File: config.mk
export PLATFORM = sky130hd
export DESIGN_NAME = bitap_approximate_match_top_flat
export DESIGN_NICKNAME = d
export VERILOG_FILES = /design/src/rtl/bam_pkg.sv /design/src/rtl/bam_in_if.sv /design/src/rtl/bam_out_if.sv /design/src/rtl/bitap_approximate_match_top.sv /design/src/flat_wrapper.sv
export SDC_FILE = /design/constraint.sdc
export NUM_CORES = 2
export LEC_CHECK = 0
export ABC_CLOCK_PERIOD_IN_PS = 7300
export BUFFER_PORTS_ARGS = -buffer_cell sky130_fd_sc_hd__buf_2
export CAP_MARGIN = 15
export CORE_MARGIN = 4
export CORE_UTILIZATION = 25
export DETAILED_ROUTE_END_ITERATION = 8
export GPL_ROUTABILITY_DRIVEN = 1
export PLACE_DENSITY = 0.49
export SETUP_SLACK_MARGIN = 0.1
export SKIP_CTS_REPAIR_TIMING = 1
export SYNTH_ARGS = -nofsm -noshare
export SYNTH_HDL_FRONTEND = slang
export SYNTH_SLANG_ARGS = --single-unit
File: constraint.sdc
create_clock -name clk_i -period 7.3 [get_ports clk_i]
set_clock_uncertainty 0.2 [all_clocks]
set_input_delay 0.73 -clock clk_i [delete_from_list [all_inputs] [get_ports clk_i]]
set_output_delay 0.73 -clock clk_i [all_outputs]
set_load 0.01 [all_outputs]
File: src/rtl/bam_pkg.sv
`timescale 1ns / 1ps

package bam_pkg;

  // default sizes of the search
  localparam int unsigned MAX_PATTERN = 32;
  localparam int unsigned ERR_LIMIT   = 3;

  // width of a code point
  localparam int unsigned CP_W = 21;

  // field widths at the default sizes
  localparam int unsigned DEF_IDX_W  = (MAX_PATTERN > 1) ? $clog2(MAX_PATTERN) : 1;
  localparam int unsigned DEF_LEN_W  = $clog2(MAX_PATTERN + 1);
  localparam int unsigned DEF_ERR_W  = (ERR_LIMIT > 0) ? $clog2(ERR_LIMIT + 1) : 1;
  localparam int unsigned DEF_BEST_W = $clog2(ERR_LIMIT + 2);

  // item kinds
  localparam logic MODE_LOAD = 1'b0;
  localparam logic MODE_TEXT = 1'b1;

endpackage

File: src/rtl/bam_in_if.sv
`timescale 1ns / 1ps

interface bam_in_if
  import bam_pkg::*;
#(
  parameter int unsigned IdxW = DEF_IDX_W
) ();

  logic            valid;
  logic            ready;
  logic            mode;
  logic [IdxW-1:0] pattern_index;
  logic [CP_W-1:0] code_point;
  logic            first_of_text;
  logic            last_of_text;

  modport source (
    output valid, mode, pattern_index, code_point, first_of_text, last_of_text,
    input  ready
  );

  modport sink (
    input  valid, mode, pattern_index, code_point, first_of_text, last_of_text,
    output ready
  );

endinterface

File: src/rtl/bam_out_if.sv
`timescale 1ns / 1ps

interface bam_out_if
  import bam_pkg::*;
#(
  parameter int unsigned ErrW  = DEF_ERR_W,
  parameter int unsigned BestW = DEF_BEST_W
) ();

  logic             valid;
  logic             ready;
  logic             match_here;
  logic [ErrW-1:0]  error_count;
  logic [BestW-1:0] best_so_far;
  logic             end_of_text;

  modport source (
    output valid, match_here, error_count, best_so_far, end_of_text,
    input  ready
  );

  modport sink (
    input  valid, match_here, error_count, best_so_far, end_of_text,
    output ready
  );

endinterface

File: src/rtl/bitap_approximate_match_top.sv
`timescale 1ns / 1ps

// channel   direction  handshake     payload
// item_i    in         valid/ready   mode, pattern_index, code_point, first/last_of_text
// result_o  out        valid/ready   match_here, error_count, best_so_far, end_of_text
// cfg       in         cfg_we_i      cfg_data_i = pattern_length
//
// one transaction per cycle sustained, text items only while result_o is not stalled; a
// text item's result passes the input register, then the result register; a pattern load
// gives none. the whole level update is combinational from the input register, since the
// next text item needs the vectors this one leaves.
// rst_ni clears the vectors, best count and length (to 1); the pattern store is not reset.
// a stalled result holds the result register; one more item waits in the input register.

module bitap_approximate_match_top
  import bam_pkg::*;
#(
  parameter int unsigned MaxPattern = MAX_PATTERN,
  parameter int unsigned ErrLimit   = ERR_LIMIT
) (
  input  logic                                clk_i,
  input  logic                                rst_ni,
  input  logic                                cfg_we_i,
  input  logic [$clog2(MaxPattern + 1)-1:0]   cfg_data_i,
  bam_in_if.sink                              item_i,
  bam_out_if.source                           result_o
);

  localparam int unsigned IdxW    = (MaxPattern > 1) ? $clog2(MaxPattern) : 1;
  localparam int unsigned LenW    = $clog2(MaxPattern + 1);
  localparam int unsigned ErrW    = (ErrLimit > 0) ? $clog2(ErrLimit + 1) : 1;
  localparam int unsigned BestW   = $clog2(ErrLimit + 2);
  localparam int unsigned Levels  = ErrLimit + 1;
  localparam logic [BestW-1:0] NoMatch = BestW'(ErrLimit + 1);

  typedef logic [MaxPattern-1:0] vec_t;

  // configuration: length mask and last-position bit
  logic [LenW-1:0] len_used;
  vec_t            lm_q, lm_d;
  vec_t            top_q, top_d;

  always_comb begin
    if (cfg_data_i == '0) begin
      len_used = LenW'(1);
    end else if (int'(cfg_data_i) > int'(MaxPattern)) begin
      len_used = LenW'(MaxPattern);
    end else begin
      len_used = cfg_data_i;
    end
    for (int i = 0; i < int'(MaxPattern); i++) begin
      lm_d[i]  = (i < int'(len_used));
      top_d[i] = (i == int'(len_used) - 1);
    end
  end

  always_ff @(posedge clk_i or negedge rst_ni) begin
    if (!rst_ni) begin
      lm_q  <= vec_t'(1);
      top_q <= vec_t'(1);
    end else if (cfg_we_i) begin
      lm_q  <= lm_d;
      top_q <= top_d;
    end
  end

  // input register
  logic            s1_valid_q;
  logic            s1_mode_q;
  logic [IdxW-1:0] s1_idx_q;
  logic [CP_W-1:0] s1_cp_q;
  logic            s1_first_q;
  logic            s1_last_q;

  logic res_valid_q;
  logic res_free;
  logic s1_adv;

  assign res_free     = !res_valid_q || result_o.ready;
  assign s1_adv       = s1_valid_q && ((s1_mode_q == MODE_LOAD) || res_free);
  assign item_i.ready = !s1_valid_q || s1_adv;

  always_ff @(posedge clk_i or negedge rst_ni) begin
    if (!rst_ni) begin
      s1_valid_q <= 1'b0;
    end else if (item_i.ready) begin
      s1_valid_q <= item_i.valid;
    end
  end

  always_ff @(posedge clk_i) begin
    if (item_i.valid && item_i.ready) begin
      s1_mode_q  <= item_i.mode;
      s1_idx_q   <= item_i.pattern_index;
      s1_cp_q    <= item_i.code_point;
      s1_first_q <= item_i.first_of_text;
      s1_last_q  <= item_i.last_of_text;
    end
  end

  // pattern store, compared at every position in parallel
  logic [CP_W-1:0] store_q [MaxPattern];

  always_ff @(posedge clk_i) begin
    if (s1_adv && (s1_mode_q == MODE_LOAD) && (int'(s1_idx_q) < int'(MaxPattern))) begin
      store_q[s1_idx_q] <= s1_cp_q;
    end
  end

  // search state
  vec_t             lv_q [Levels];
  vec_t             lv_d [Levels];
  vec_t             prev_q;
  logic [BestW-1:0] best_q, best_d;

  vec_t             mm;
  vec_t             prev_cur;
  vec_t             old_v [Levels];
  vec_t             sh_old [Levels];
  vec_t             sh_prevnew;
  vec_t             tr_src;
  vec_t             sh_tr;
  vec_t             v;
  logic [BestW-1:0] best_cur;
  logic [BestW-1:0] found;

  always_comb begin
    sh_prevnew = '0;
    tr_src     = '0;
    sh_tr      = '0;
    v          = '0;
    for (int i = 0; i < int'(MaxPattern); i++) begin
      mm[i] = (store_q[i] == s1_cp_q) && lm_q[i];
    end

    // a new text starts from cleared vectors
    prev_cur = s1_first_q ? '0 : prev_q;
    best_cur = s1_first_q ? NoMatch : best_q;
    for (int d = 0; d < int'(Levels); d++) begin
      old_v[d]  = s1_first_q ? '0 : (lv_q[d] & lm_q);
      sh_old[d] = {old_v[d][MaxPattern-2:0], 1'b1} & lm_q;
    end

    lv_d[0] = sh_old[0] & mm;
    for (int d = 1; d < int'(Levels); d++) begin
      sh_prevnew = {lv_d[d-1][MaxPattern-2:0], 1'b1} & lm_q;
      v = (sh_old[d] & mm) | sh_old[d-1] | old_v[d-1] | sh_prevnew;
      // transposition term
      tr_src = mm & old_v[d];
      sh_tr  = {tr_src[MaxPattern-2:0], 1'b1} & lm_q;
      v = v | (prev_cur & sh_old[d] & sh_tr);
      lv_d[d] = v & lm_q;
    end

    found = NoMatch;
    for (int d = int'(Levels) - 1; d >= 0; d--) begin
      if ((lv_d[d] & top_q) != '0) begin
        found = BestW'(d);
      end
    end
    best_d = (found < best_cur) ? found : best_cur;
  end

  logic text_adv;
  assign text_adv = s1_adv && (s1_mode_q == MODE_TEXT);

  always_ff @(posedge clk_i or negedge rst_ni) begin
    if (!rst_ni) begin
      for (int d = 0; d < int'(Levels); d++) begin
        lv_q[d] <= '0;
      end
      prev_q <= '0;
      best_q <= NoMatch;
    end else if (text_adv) begin
      for (int d = 0; d < int'(Levels); d++) begin
        lv_q[d] <= lv_d[d];
      end
      prev_q <= mm;
      best_q <= best_d;
    end
  end

  // result register
  logic             match_q;
  logic [ErrW-1:0]  err_q;
  logic [BestW-1:0] best_out_q;
  logic             eot_q;

  always_ff @(posedge clk_i or negedge rst_ni) begin
    if (!rst_ni) begin
      res_valid_q <= 1'b0;
    end else if (res_free) begin
      res_valid_q <= text_adv;
    end
  end

  always_ff @(posedge clk_i) begin
    if (text_adv) begin
      match_q    <= (found != NoMatch);
      err_q      <= (found != NoMatch) ? found[ErrW-1:0] : '0;
      best_out_q <= best_d;
      eot_q      <= s1_last_q;
    end
  end

  assign result_o.valid       = res_valid_q;
  assign result_o.match_here  = match_q;
  assign result_o.error_count = err_q;
  assign result_o.best_so_far = best_out_q;
  assign result_o.end_of_text = eot_q;

endmodule
File: src/flat_wrapper.sv
// flat-port wrapper written by rule: the top's interface ports become plain ports
module bitap_approximate_match_top_flat import bam_pkg::*;
#(
  parameter int unsigned MaxPattern = MAX_PATTERN,
  parameter int unsigned ErrLimit   = ERR_LIMIT
)
  (clk_i, rst_ni, cfg_we_i, cfg_data_i, item_i_valid, item_i_mode, item_i_pattern_index, item_i_code_point, item_i_first_of_text, item_i_last_of_text, item_i_ready, result_o_valid, result_o_match_here, result_o_error_count, result_o_best_so_far, result_o_end_of_text, result_o_ready);
  bam_in_if item_i_i ();
  bam_out_if result_o_i ();
  input  logic clk_i;
  input  logic rst_ni;
  input  logic cfg_we_i;
  input  logic [$clog2(MaxPattern + 1)-1:0] cfg_data_i;
  input wire logic [$bits(item_i_i.valid)-1:0] item_i_valid;
  input wire logic [$bits(item_i_i.mode)-1:0] item_i_mode;
  input wire logic [$bits(item_i_i.pattern_index)-1:0] item_i_pattern_index;
  input wire logic [$bits(item_i_i.code_point)-1:0] item_i_code_point;
  input wire logic [$bits(item_i_i.first_of_text)-1:0] item_i_first_of_text;
  input wire logic [$bits(item_i_i.last_of_text)-1:0] item_i_last_of_text;
  output wire logic [$bits(item_i_i.ready)-1:0] item_i_ready;
  output wire logic [$bits(result_o_i.valid)-1:0] result_o_valid;
  output wire logic [$bits(result_o_i.match_here)-1:0] result_o_match_here;
  output wire logic [$bits(result_o_i.error_count)-1:0] result_o_error_count;
  output wire logic [$bits(result_o_i.best_so_far)-1:0] result_o_best_so_far;
  output wire logic [$bits(result_o_i.end_of_text)-1:0] result_o_end_of_text;
  input wire logic [$bits(result_o_i.ready)-1:0] result_o_ready;
  assign item_i_i.valid = item_i_valid;
  assign item_i_i.mode = item_i_mode;
  assign item_i_i.pattern_index = item_i_pattern_index;
  assign item_i_i.code_point = item_i_code_point;
  assign item_i_i.first_of_text = item_i_first_of_text;
  assign item_i_i.last_of_text = item_i_last_of_text;
  assign item_i_ready = item_i_i.ready;
  assign result_o_valid = result_o_i.valid;
  assign result_o_match_here = result_o_i.match_here;
  assign result_o_error_count = result_o_i.error_count;
  assign result_o_best_so_far = result_o_i.best_so_far;
  assign result_o_end_of_text = result_o_i.end_of_text;
  assign result_o_i.ready = result_o_ready;
  bitap_approximate_match_top #(.MaxPattern(MaxPattern), .ErrLimit(ErrLimit)) u_core (.clk_i(clk_i), .rst_ni(rst_ni), .cfg_we_i(cfg_we_i), .cfg_data_i(cfg_data_i), .item_i(item_i_i), .result_o(result_o_i));
endmodule
; Word-level counts from Yosys, hierarchy flattened
; Memories as Yosys holds them, arrays and structs flattened.
; Index checks and enable logic that the tools add are counted.
[classes]
n_addsub = 1
n_lt_le_gt_ge = 34
n_eq_ne = 64
muxes = 15
bitwise_logic = 47
reduce_logical = 47
[op_table]
columns = cell, count
row1 = 32-bit AND, 30
row2 = 21-bit == test, 32
row3 = 6-bit by 32-bit == test with 1-bit output (first input constant), 16
row4 = 32-bit bitwise OR, 12
row5 = 5-bit by 32-bit == test with 1-bit output (first input constant), 8
row6 = 4-bit by 32-bit == test with 1-bit output (first input constant), 4
row7 = 32-bit two-way mux, 4
row8 = 32-bit nonzero test, 4
row9 = 31-bit AND, 4
row10 = 5-bit by 6-bit < comparator with 1-bit output (first input constant), 16
row11 = 3-bit by 32-bit == test with 1-bit output (first input constant), 2
row12 = 4-bit by 6-bit < comparator with 1-bit output (first input constant), 8
row13 = 1-bit logical AND, 36
row14 = 2-bit by 32-bit == test with 1-bit output (first input constant), 1
row15 = 32-bit zero test, 1
row16 = 31-bit two-way mux, 1
row17 = 3-bit by 6-bit < comparator with 1-bit output (first input constant), 4
row18 = 3-bit two-way mux, 6
row19 = 1-bit by 6-bit < comparator with 1-bit output (first input constant), 2
row20 = 2-bit by 6-bit < comparator with 1-bit output (first input constant), 2
row21 = 6-bit two-way mux, 2
row22 = 6-bit by 1-bit subtractor with 7-bit output (second input constant), 1
row23 = 6-bit > comparator (second input constant), 1
row24 = 6-bit zero test, 1
row25 = 6 further kinds, 10
[word_totals]
regBits = 264
ram_bits = 672
in_bits = 40
out_inout_bits = 9
wordCells = 228
mem_count = 1
[mem_list]
columns = memory, depth, width, read_ports, rd_clocked_by_memory_dff, write_ports, line_no
row1 = u_core.store_q, 32, 21, 32, 0, 1, bitap_approximate_match_top.sv:102  ; logic [CP_W-1:0] store_q [MaxPattern];

; Logic depth before layout (Yosys ltp)
[logic_depth]
word_depth = 25
mapped_depth = 22
mapped_depth_nobuf = 19

; Least setup slack after synthesis
; OpenSTA, ideal clock, no wires.
[synth_timing]
path_type = reg-to-reg
start = register u_core.s1_cp_q[1]
end = register u_core.best_out_q[1] (netlist: u_core.result_o.best_so_far[1]), data pin
setup_time_ns = 0.259
t_arrival_ns = 4.299
slack_ns = 2.543
stages_incl_launch_ff = 21
period_less_slack_ns = 4.757
cell_sequence = edfxtp_1 -> buf_4 -> buf_6 -> buf_6 -> inv_1 -> o2111ai_1 -> nor4_1 -> a22oi_2 -> o211ai_1 -> nor3_1 -> o21ai_1 -> a2111oi_0 -> nand4_1 -> or3_4 -> inv_1 -> ha_1 -> o21ai_0 -> nor2_1 -> a22oi_1 -> o211a_1 -> nand2_1
[synth_between]
elab_chain_cells = 24
[synth_lines]
columns = element, line_no
row1 = start: declaration, bitap_approximate_match_top.sv:71  ; logic [CP_W-1:0] s1_cp_q;
row2 = start signal: assignment, bitap_approximate_match_top.sv:95  ; s1_cp_q <= item_i.code_point;
row3 = 21-bit == test, bitap_approximate_match_top.sv:133  ; mm[i] = (store_q[i] == s1_cp_q) && lm_q[i];
row4 = 1-bit logical AND, bitap_approximate_match_top.sv:133
row5 = 32-bit AND, bitap_approximate_match_top.sv:147  ; v = (sh_old[d] & mm) | sh_old[d-1] | old_v[d-1] | sh_prevnew;
row6 = 32-bit bitwise OR (3 in series), bitap_approximate_match_top.sv:147
row7 = 32-bit bitwise OR, bitap_approximate_match_top.sv:151  ; v = v | (prev_cur & sh_old[d] & sh_tr);
row8 = 32-bit AND, bitap_approximate_match_top.sv:152  ; lv_d[d] = v & lm_q;
row9 = 32-bit AND, bitap_approximate_match_top.sv:146  ; sh_prevnew = {lv_d[d-1][MaxPattern-2:0], 1'b1} & lm_q;
row10 = 32-bit bitwise OR, bitap_approximate_match_top.sv:147
row11 = (+5 left out), -
row12 = 32-bit AND, bitap_approximate_match_top.sv:152
row13 = 32-bit AND, bitap_approximate_match_top.sv:157  ; if ((lv_d[d] & top_q) != '0) begin
row14 = 32-bit nonzero test, bitap_approximate_match_top.sv:157
row15 = 3-bit two-way mux (3 in series), bitap_approximate_match_top.sv:157
row16 = 3-bit two-way mux *, bitap_approximate_match_top.sv:157
row17 = 3-bit < comparator, bitap_approximate_match_top.sv:161  ; best_d = (found < best_cur) ? found : best_cur;
row18 = 3-bit two-way mux *, bitap_approximate_match_top.sv:161
row19 = named net u_core.best_d[1], bitap_approximate_match_top.sv:114  ; logic [BestW-1:0] best_q, best_d;
row20 = end signal: assignment, bitap_approximate_match_top.sv:201  ; best_out_q <= best_d;
row21 = end: declaration, bitap_approximate_match_top.sv:186  ; logic [BestW-1:0] best_out_q;
; The timed path passes the listed nets; every way through them passes the cells marked *.
; A chain may end at the register's enable or synchronous reset.

; Worst setup path after layout
[layout_timing]
start = register u_core.s1_cp_q[12]
end = register u_core.best_out_q[1] (netlist: u_core.result_o.best_so_far[1]), data pin
; The elaborated chain is that of the path after synthesis.

==> results.txt <==
Status: finished, final reports clean
WP data arrival: 6.93 ns
Clock Tree Root: clkbuf_16
Final Cycle Share: 91.37%
RSZ-0062 raised after global routing: false
Post-synth EDFFs: 708
Initial DRC Count: 3216
First-pass GRT wire length: 232.0 mm
Clock latency on the worst-skew pair: 0.74 ns
Pin count of the biggest net entering global routing: 132
Syn Std Cell Area: 45180 um2
Layout overhead on the synthesized area: 15.60%
Post-DP HPWL: 117.4 mm
Clock-pin slew on the worst setup and hold paths: 0.06 ns
I/O pin cnt: 49
Critical Path Sink Type: flop
Clock tree buffer depth: 3
Max-cap violations: 0
H-tree levels: 3
Initial core utilization: 25.24%
F_max: 149.9 MHz
Drt wl/cell: 25.46 um
Crit Path Class: flop to flop
DR vias: 31561
Total CTS buffers: 103
Top-count cell post-synth: edfxtp_1
Slowest cell delay on critical path: 0.82 ns
Share of layout cells above drive strength 1: 10.57%
Post-Synthesis Net Count: 3858
Die span in x: 433.1 um
Area contributors post-synth: edfxtp_1, dfrtp_1, xnor2_1, nand2_1, nand4_1
Drt pass-1 iters: 8
Synth top area share: 47.05%
Yosys top cell by area: edfxtp_1
TritonCTS clock tree: done
Synthesized flop and latch total: 932
Mapped Cells: 3816
Chip height: 433.1 um
Antenna violations before repair: 10
Worst path required time: 7.56 ns
Global Route Usage Sum: 17.05%
Fin crit period: 6.670 ns
Grt total ovfl: 0
Hold Vio Cnt, Final: 0
Sink Count: 932
Residual DRC count: 0
Sequential area share after synthesis: 59.47%
Commonest cells in the netlist: edfxtp_1, xnor2_1, nand2_1
Total Power: 12.09 mW
Yosys warns: 0
Placer Congestion: 0.9838
Cells along the critical path: buf_12 -> xnor2_1 -> nand4_1 -> nor4_1 -> a32oi_1 -> nor2b_1 -> o41ai_1 -> buf_4 -> o2111ai_1 -> nor4_1 -> nand4_1 -> or3_4 -> inv_1 -> ha_1 -> o21ai_0 -> nor2_1 -> a22oi_1 -> o211a_1 -> nand2_1
Setup TNS: 0 ns
Critical-path top delay cell: nor4_1
Worst R2R Path Depth: 19
FP Rows: 155
# setup viols final: 0
Routed Antenna Nets: 0
DIE AREA: 187600 um2
Unique masters post-synth: 98
VDD IR max: 205.3 uV
Asr flop ratio synth: 24.03%
Leak: 17.04 nW
CP Launch Type: flop
Worst hold path type: primary input to flop
Avg Inst Size Synth: 11.84 um2
Hold Path Depth: 1
Slew headroom: 18.72%
Largest fanout on the critical path: 30
Vias in the first global route: 29820
Fillers: 18262
Final #Nets: 3989
Port Buffer Count: 48
Power density over cell area: 231.4 nW/um2
Via/cell ratio: 4.940
Final Slew Violations: 0
Slew of the pin with the lowest slew margin: 1.208 ns
WL final: 162.7 mm
Top_reg_cell synth: edfxtp_1
Core box area: 179000 um2
sequential cells by signal, indices dropped and copies added (netlist names), 2 cells and up:
name                         cells
u_core.lm_q                     32
u_core.s1_idx_q                  5
u_core.prev_q                   31
u_core.lv_q                    124
u_core.top_q                    32
u_core.s1_cp_q                  21
u_core.result_o.best_so_far      3
u_core.best_q                    3
u_core.result_o.error_count      2
u_core.store_q                 672
metrics by stage:
step / instances / hold WS (ns) / util (%) / area (um2) / worst slack [ns]
global route: 6387 / 0.003379 / 29.18 / 52230 / 0.5245
CTS: 6355 / -0.1500 / 28.98 / 51880 / 0.7379
finish: 6389 / 0.03731 / 29.18 / 52230 / 0.6301
global placement: 6161 / 0.2105 / 27.13 / 48560 / 0.1859
detailed placement: 6165 / 0.2081 / 27.15 / 48600 / 0.7751
floorplan: 3816 / 0.2003 / - / 45180 / 2.543
worst max-delay path, delay by kind of cell (launching register included):
family                     cells  cell delay, ns
AOI/OAI and AO/OA              6            2.15
xor gates and xnor gates       1            0.10
adders and majority gates      1            0.26
buffers and inverters          3            0.60
DFF                            1            0.69
and+or+nand+nor                8            2.36
power breakdown:
part / total (mW) / internal, mW / leakage [nW] / switching [mW]
clock: 5.15 / 2.87 / 1.58 / 2.28
sequential: 5.93 / 5.81 / 9.37 / 0.122
combinational: 1.01 / 0.337 / 6.09 / 0.669
total: 12.1 / 9.02 / 17.0 / 3.07
layer usage:
layer | global-route usage (%) | wire, um | vias to the layer above | part of all wire, %
met4 | 4.867 | 4831 | 6 | 3.0
met2 | 25.47 | 70570 | 1057 | 43
met1 | 25.33 | 77510 | 16064 | 48
met5 | 0 | 41 | - | 0.025
li1 | - | - | 14243 | -
met3 | 2.782 | 9725 | 191 | 6.0
cell families after synthesis:
logic type	Yosys count	synth area share, %
AND/OR/NAND/NOR	1297	14.45
flip-flops	932	59.47
XOR/XNOR	658	12.75
AO/OA/AOI/OAI	642	9.556
buffers and inverters	279	3.567
multiplexers	6	0.1495
adder cells (fa/ha/maj)	2	0.05537
path summary, 6_finish.rpt:
check                      slack (ns)                                       end                    startpoint
max                              0.63  u_core.result_o.best_so_far[1]$_DFFE_PP_  u_core.s1_cp_q[12]$_DFFE_PP_
min reg2reg                      0.22     u_core.result_o.end_of_text$_DFFE_PP_    u_core.s1_last_q$_DFFE_PP_
min                              0.04               u_core.s1_cp_q[4]$_DFFE_PP_          item_i_code_point[4]
max reg2reg                      0.63  u_core.result_o.best_so_far[1]$_DFFE_PP_  u_core.s1_cp_q[12]$_DFFE_PP_
max in group asynchronous        5.09             u_core.prev_q[26]$_DFFE_PN0P_                        rst_ni
min in group asynchronous        0.44               u_core.lv_q[61]$_DFFE_PN0P_                        rst_ni
layout by cell type, fill, tap and decap left out, types with 11 or more instances in the layout:
cell type,n
a21o_1,26
nor2_1,175
o21ai_0,162
inv_1,80
nor2b_1,50
buf_4,113
dfrtp_1,221
clkinv_2,15
nand2_1,435
a211oi_1,24
nor3_1,60
and3_1,29
nor2_2,25
o32ai_1,11
o31ai_1,27
nand3_1,96
clkbuf_1,30
a31oi_1,28
o2111ai_1,12
xor2_1,35
edfxtp_1,708
o22ai_1,52
nand4_1,200
clkbuf_16,104
nand2b_1,50
a21oi_1,125
nor4_1,56
xnor2_1,623
buf_12,28
a32oi_1,23
dlygate4sd3_1,24
buf_2,50
and2_1,33
clkinv_1,22
cell type report:
type / count / area [um2] / area share, %
Tap cell: 2355 / 2947 / 5.641
Clock buffer: 136 / 2743 / 5.251
Inverter: 81 / 305.3 / 0.5845
Antenna cell: 2 / 5.005 / 0.009582
Multi-Input combinational cell: 2605 / 16790 / 32.15
Sequential cell: 932 / 26870 / 51.44
Timing Repair Buffer: 224 / 2032 / 3.890
Clock inverter: 54 / 539.3 / 1.032
Note: power is estimated with default switching activity, not from simulation.
